===== src/rtl/sds_pkg.sv =====
`timescale 1ns / 1ps
`default_nettype none
// ----------------------------------------------------------------------------
// sds_pkg
// Shared types for the saturating signed divider pipeline.
// ----------------------------------------------------------------------------
package sds_pkg;

	// control that travels alongside the data through every stage
	typedef struct packed {
		logic valid;
		logic neg;
		logic dz;
	} sds_ctrl_t;

endpackage : sds_pkg
`default_nettype wire


===== src/rtl/signed_divider_saturating.sv =====
`timescale 1ns / 1ps
`default_nettype none
// ----------------------------------------------------------------------------
// signed_divider_saturating
// Pipelined signed integer divider, quotient truncated toward zero, with
// saturation and divide-by-zero flags.
// ----------------------------------------------------------------------------
// A request is taken in every cycle that start is high; busy is never raised.
// Each request gives one result on the done strobe after passing through a
// register that forms operand magnitudes, one restoring-division stage per
// quotient bit, and an output register loaded after applying sign, saturation and the
// zero-divisor override. Results come out in request order, one per cycle at
// most, and are shown for a single cycle since the receiver cannot stall.
// Minimum divided by minus one gives the maximum with saturated set; a zero
// divisor gives 0 with div_by_zero set.
module signed_divider_saturating #(
	parameter int DATA_WIDTH = 32
) (
	input  wire                          clk,
	input  wire                          arst_n,
	input  wire                          start,
	output logic                         busy,
	input  wire  signed [DATA_WIDTH-1:0] dividend,
	input  wire  signed [DATA_WIDTH-1:0] divisor,
	output logic                         done,
	output logic signed [DATA_WIDTH-1:0] quotient,
	output logic                         saturated,
	output logic                         div_by_zero
);
	import sds_pkg::*;

	localparam int W = DATA_WIDTH;
	localparam logic [W-1:0] MAX_VAL = {1'b0, {(W-1){1'b1}}};

	logic [W-1:0] a_u;
	logic [W-1:0] b_u;
	logic [W-1:0] a_mag;
	logic [W-1:0] b_mag;

	sds_ctrl_t    ctrl_s0;
	logic [W-1:0] dvd_s0;
	logic [W-1:0] dvs_s0;

	sds_ctrl_t    ctrl_p [0:W];
	logic [W-1:0] rem_p  [0:W];
	logic [W-1:0] dvd_p  [0:W];
	logic [W-1:0] dvs_p  [0:W];

	logic [W-1:0] q_mag;
	logic [W-1:0] q_res;
	logic         sat_res;

	logic         done_q;
	logic [W-1:0] quotient_q;
	logic         saturated_q;
	logic         div_by_zero_q;

	assign busy = 1'b0;

	assign a_u   = dividend;
	assign b_u   = divisor;
	assign a_mag = a_u[W-1] ? (~a_u + {{(W-1){1'b0}}, 1'b1}) : a_u;
	assign b_mag = b_u[W-1] ? (~b_u + {{(W-1){1'b0}}, 1'b1}) : b_u;

	// magnitude stage
	always_ff @(posedge clk or negedge arst_n) begin
		if (!arst_n) begin
			ctrl_s0 <= '0;
		end else begin
			ctrl_s0.valid <= start;
			ctrl_s0.neg   <= a_u[W-1] ^ b_u[W-1];
			ctrl_s0.dz    <= (b_u == '0);
		end
	end

	always_ff @(posedge clk) begin
		dvd_s0 <= a_mag;
		dvs_s0 <= b_mag;
	end

	assign ctrl_p[0] = ctrl_s0;
	assign rem_p[0]  = '0;
	assign dvd_p[0]  = dvd_s0;
	assign dvs_p[0]  = dvs_s0;

	// one quotient bit per stage, msb first
	for (genvar i = 0; i < W; i++) begin : g_stage
		sds_div_stage #(
			.W(W)
		) u_stage (
			.clk     (clk),
			.arst_n  (arst_n),
			.in_ctrl (ctrl_p[i]),
			.in_rem  (rem_p[i]),
			.in_dvd  (dvd_p[i]),
			.in_dvs  (dvs_p[i]),
			.out_ctrl(ctrl_p[i+1]),
			.out_rem (rem_p[i+1]),
			.out_dvd (dvd_p[i+1]),
			.out_dvs (dvs_p[i+1])
		);
	end

	assign q_mag = dvd_p[W];

	// magnitude can only reach 2^(W-1), which overflows when positive
	always_comb begin
		q_res   = q_mag;
		sat_res = 1'b0;
		if (ctrl_p[W].dz) begin
			q_res = '0;
		end else if (ctrl_p[W].neg) begin
			q_res = ~q_mag + {{(W-1){1'b0}}, 1'b1};
		end else if (q_mag[W-1]) begin
			q_res   = MAX_VAL;
			sat_res = 1'b1;
		end
	end

	always_ff @(posedge clk or negedge arst_n) begin
		if (!arst_n) begin
			done_q <= 1'b0;
		end else begin
			done_q <= ctrl_p[W].valid;
		end
	end

	always_ff @(posedge clk) begin
		quotient_q    <= q_res;
		saturated_q   <= sat_res;
		div_by_zero_q <= ctrl_p[W].dz;
	end

	assign done        = done_q;
	assign quotient    = quotient_q;
	assign saturated   = saturated_q;
	assign div_by_zero = div_by_zero_q;

endmodule : signed_divider_saturating
`default_nettype wire


===== src/rtl/sds_div_stage.sv =====
`timescale 1ns / 1ps
`default_nettype none
// ----------------------------------------------------------------------------
// sds_div_stage
// One registered restoring-division step on unsigned magnitudes: develops one
// quotient bit, shifting it into the low end of the dividend word.
// ----------------------------------------------------------------------------
module sds_div_stage #(
	parameter int W = 32
) (
	input  wire                     clk,
	input  wire                     arst_n,
	input  sds_pkg::sds_ctrl_t      in_ctrl,
	input  wire  [W-1:0]            in_rem,
	input  wire  [W-1:0]            in_dvd,
	input  wire  [W-1:0]            in_dvs,
	output sds_pkg::sds_ctrl_t      out_ctrl,
	output logic [W-1:0]            out_rem,
	output logic [W-1:0]            out_dvd,
	output logic [W-1:0]            out_dvs
);
	import sds_pkg::*;

	logic [W-1:0] shifted;
	logic [W:0]   diff;
	logic         q_bit;
	logic [W-1:0] rem_next;

	sds_ctrl_t    ctrl_s1;
	logic [W-1:0] rem_s1;
	logic [W-1:0] dvd_s1;
	logic [W-1:0] dvs_s1;

	assign shifted  = {in_rem[W-2:0], in_dvd[W-1]};
	assign diff     = {1'b0, shifted} - {1'b0, in_dvs};
	assign q_bit    = ~diff[W];
	assign rem_next = q_bit ? diff[W-1:0] : shifted;

	always_ff @(posedge clk or negedge arst_n) begin
		if (!arst_n) begin
			ctrl_s1 <= '0;
		end else begin
			ctrl_s1 <= in_ctrl;
		end
	end

	always_ff @(posedge clk) begin
		rem_s1 <= rem_next;
		dvd_s1 <= {in_dvd[W-2:0], q_bit};
		dvs_s1 <= in_dvs;
	end

	assign out_ctrl = ctrl_s1;
	assign out_rem  = rem_s1;
	assign out_dvd  = dvd_s1;
	assign out_dvs  = dvs_s1;

endmodule : sds_div_stage
`default_nettype wire


===== config.mk =====
export PLATFORM = sky130hd
export DESIGN_NAME = signed_divider_saturating
export DESIGN_NICKNAME = d
export VERILOG_FILES = /design/src/rtl/sds_pkg.sv /design/src/rtl/signed_divider_saturating.sv /design/src/rtl/sds_div_stage.sv
export SDC_FILE = /design/constraint.sdc
export NUM_CORES = 2
export LEC_CHECK = 0
export BUFFER_PORTS_ARGS = -buffer_cell sky130_fd_sc_hd__buf_2
export CELL_PAD_IN_SITES_DETAIL_PLACEMENT = 1
export CELL_PAD_IN_SITES_GLOBAL_PLACEMENT = 2
export CORE_MARGIN = 1.5
export CORE_UTILIZATION = 25
export DETAILED_ROUTE_END_ITERATION = 8
export HOLD_SLACK_MARGIN = 0.08
export PLACE_DENSITY = 0.53
export SYNTH_ARGS = -nofsm -noshare
export SYNTH_HDL_FRONTEND = slang
export SYNTH_SLANG_ARGS = --single-unit
export TNS_END_PERCENT = 20

===== constraint.sdc =====
create_clock -name clk -period 6.4 [get_ports clk]
set_input_delay 0.64 -clock clk [delete_from_list [all_inputs] [get_ports clk]]
set_output_delay 0.64 -clock clk [all_outputs]
set_load 0.01 [all_outputs]

==> results.md <==
* Status: completed
* Wire per inst at 17.0 um
* # IOs at 103
* Clk pwr share at 24.7%
* Clock-pin slew on the worst setup and hold paths at 0.06 ns
* FF+latch count, synth at 3175
* Commonest non-fill, non-tap cell in the layout: dfxtp_1
* Type of origin of the critical path: flop
* P_leak at 65.4 nW
* Hpwl dp at 258 mm
* Min-delay src: dividend[4]
* Sw Share at 37.1%
* Nets@finish at 13700
* Sequential fraction of the synthesis area at 51.8%
* Worst Path Buf+Inv at 1
* Clk Latency, worst-skew pair at 0.96 ns
* Max Slew Vio Count at 0
* Fin. Hold Viols at 0
* H-Tree Level Count at 5
* Clock root cell: clkbuf_16
* Unrepaired setup endpoints after global routing: no
* Port bufs at 101
* Clk buf depth at 4
* Sequential Power Share at 33.4%
* Crit share post-route at 76.7%
* Most frequent cells in the layout: 3075 x dfxtp_1, 1227 x inv_1, 1025 x a21oi_1
* Die width at 706 um
* First-pass GRT wire length at 519 mm
* HP Class: input port to flop
* Area Growth Syn to Fin at 18.4%
* First-pass detailed-route iteration total at 7
* Routed WL at 330 mm
* Largest net degree at the start of global routing at 74
* Asr flop ratio synth at 3.15%
* Crit-path max FO at 31
* Fin Clk Skew at 0.0597 ns
* Total gr overflow at 0
* Post-synth EDFFs at 0
* RD Place Congestion at 0.802
* Internal power at 56.0 mW
* Mapped Cells at 12200
* Share of post-route cells with drive strength above 1 at 9.64%
* Synth cell types at 85
* Worst vdd ir at 0.220 mV
* Die area at 499000 um2
* Multi-input gate area at 54400 um2
* Combinational share of power at 41.9%
* Worst rel slew slack at 8.53%
* Slowest stage delay, CP at 0.93 ns
* Starting density of the core at 25.1%
* Worst-Margin Slew at 1.35 ns
* Yosys warns at 0
* Fillers at 55000
* Final setup TNS at 0 ns
* Via/cell ratio at 4.33
* Hold Path Sink: dvd_s0[4]$_DFF_P_
* Chip Height at 706 um
* Final Non-Filler Cells at 19500
* Leading area contributor after synthesis: dfxtp_1
* Power, Total at 89.1 mW
* Placed cell area at 132000 um2
* FF+latch area at 64100 um2
* RR Endpoint: g_stage[18].u_stage.out_rem[4]$_DFF_P_
* Slowest-stage cell, CP: a31oi_4
* Tmin final at 4.91 ns
* Core area at 493000 um2
* CP required at 7.21 ns
* Pre-CTS setup slack at 1.38 ns
* Hold slack at 0.164 ns
* 1st-iter DRT viols at 3236
* Final WS setup at 1.49 ns
* Vias at 84300
* DRC at 0
* P per Cell Area at 609 nW/um2
* Setup-failing EPs final at 0
* Post-CTS resize count at 0
* Worst hold stages at 2
* FF-to-FF Start: g_stage[17].u_stage.out_dvs[2]$_DFF_P_
* Vias in the first global route at 90000
* Max Freq at 204 MHz
* Setup Buffers After CTS at 0
* Share of the synthesized area in the top cell type at 49.8%
* Mapped cell area at 124000 um2
* Final Util at 29.7%
* Antenna Nets Post-Route at 0
* Cts hold-fix bufs at 97
* CTS tree: yes
* Cells after DPL at 18700
* Rows at 258
* Worst Reg2Reg Path Length in Cells at 13
* Clock sinks at 3175
* Top Family by Delay on Critical Path: compound AO/OA/AOI/OAI gates
* Cell Chain, Critical Path: inv_1 > ha_1 > nor2b_1 > o21a_1 > o21a_1 > o41a_1 > a41oi_1 > o211a_1 > o21ai_0 > a211oi_1 > o21ai_0 > a31oi_4 > mux2_2
* Initial antenna violation count at 17
* CP Class: flop to flop
* Global-route total usage across every layer at 13.0%
* Top FF cell, synth: dfxtp_1
* Reg2reg setup slack at 1.49 ns
* Finished Cell Area at 146000 um2
* Top cells by area, synth: dfxtp_1 50%, ha_1 10%, a21oi_1 4.2%
* Switch Pwr at 33.1 mW
* Worst setup EP type: flop
* Max cap viols at 0
* CTS buffer count at 370
* CP arrival at 5.72 ns
* Mean post-synth cell area at 10.1 um2
==> cell families (layout without fill, tap and decap cells) <==
family	after synthesis	after routing	synth area share [%]
DFF	3175	3175	51.8
muxes	388	388	3.50
xor gates and xnor gates	829	829	5.87
buffers and inverters	1449	2176	4.41
and+or+nand+nor	2356	2356	8.84
adders and majority gates	1026	1026	10.6
AOI/OAI and AO/OA	2978	2978	15.0
other	1	22	0.00303
==> flip-flops by register name, summed over array words and instances, names as in the netlist <==
signal and cells:
dvd_s0 32, g_stage.u_stage.out_rem 961, g_stage.u_stage.out_dvs 992, ctrl_p 3
done 1, g_stage.u_stage.out_ctrl 96, saturated 1, quotient 32
g_stage.u_stage.out_dvd 1024, dvs_s0 32, div_by_zero 1
==> area by class of cell <==
type                            instances  share of cell area, %
Inverter                             1228                   3.15
Multi-Input combinational cell       7593                   37.2
Antenna cell                            6                 0.0103
Clock inverter                        156                   1.56
Sequential cell                      3175                   43.8
Clock buffer                          519                   7.28
Timing Repair Buffer                  273                   1.44
Tap cell                             6500                   5.56
==> synth_stat cells (28+ instances only) <==
cell type / number
nor2_1: 766
a211oi_1: 94
or3_1: 49
mux2i_1: 34
nor3_1: 109
and2_1: 31
a21boi_0: 31
nand3_1: 145
xor2_1: 302
a21oi_1: 1028
dfxtp_1: 3075
or2_2: 40
fa_1: 30
o41ai_1: 29
o21ai_0: 663
nand4_1: 71
inv_1: 1228
ha_1: 996
and3_1: 70
o31a_1: 28
dfrtp_1: 100
o31ai_1: 98
o21bai_1: 84
o21a_1: 131
a31oi_1: 87
nand2_1: 685
a21o_1: 401
clkbuf_1: 192
nand2b_1: 172
nor2b_1: 128
xnor2_1: 527
o211ai_1: 35
mux2_2: 354
==> power groups by stage <==
stage,clock network [mW],registers (mW),logic [mW]
global route,23.9,30.5,42.2
finish,22.0,29.8,37.3
floorplan,0,28.1,28.5
CTS,23.0,30.1,37.8
global placement,0,30.6,36.9
detailed placement,0,30.5,37.4
==> how the worst max path moves through the flow <==
stage | start | end | slack [ns] | depth (start not counted)
finish | g_stage[17].u_stage.out_dvs[2]$_DFF_P_ | g_stage[18].u_stage.out_rem[4]$_DFF_P_ | 1.49 | 13
detailed placement | g_stage[16].u_stage.out_dvs[2]$_DFF_P_ | g_stage[17].u_stage.out_rem[0]$_DFF_P_ | 1.38 | 13
global placement | g_stage[16].u_stage.out_dvs[2]$_DFF_P_ | g_stage[17].u_stage.out_rem[29]$_DFF_P_ | 1.40 | 13
floorplan | g_stage[22].u_stage.out_dvd[31]$_DFF_P_ | g_stage[23].u_stage.out_rem[11]$_DFF_P_ | 2.37 | 15
CTS | g_stage[16].u_stage.out_dvs[2]$_DFF_P_ | g_stage[17].u_stage.out_rem[0]$_DFF_P_ | 1.34 | 13
global route | g_stage[29].u_stage.out_dvd[31]$_DFF_P_ | g_stage[30].u_stage.out_rem[26]$_DFF_P_ | 0.97 | 15
==> worst reg2reg max path, cell delays in order (launching register included) <==
cell and delay, ns:
dfxtp_1 0.34, inv_1 0.05, ha_1 0.33, nor2b_1 0.15, o21a_1 0.19, o21a_1 0.22
o41a_1 0.35, a41oi_1 0.49, o211a_1 0.30, o21ai_0 0.26, a211oi_1 0.45, o21ai_0 0.27
a31oi_4 0.93, mux2_2 0.46
==> routing by layer <==
layer / vias to the layer above / routed length [um] / GRT usage, %
li1: 42600 / - / -
met5: - / 0 / 0
met1: 40300 / 153000 / 16.6
met4: 0 / 8530 / 3.43
met2: 856 / 159000 / 22.7
met3: 488 / 9740 / 1.82
Note: power is estimated with default switching activity, not from simulation.
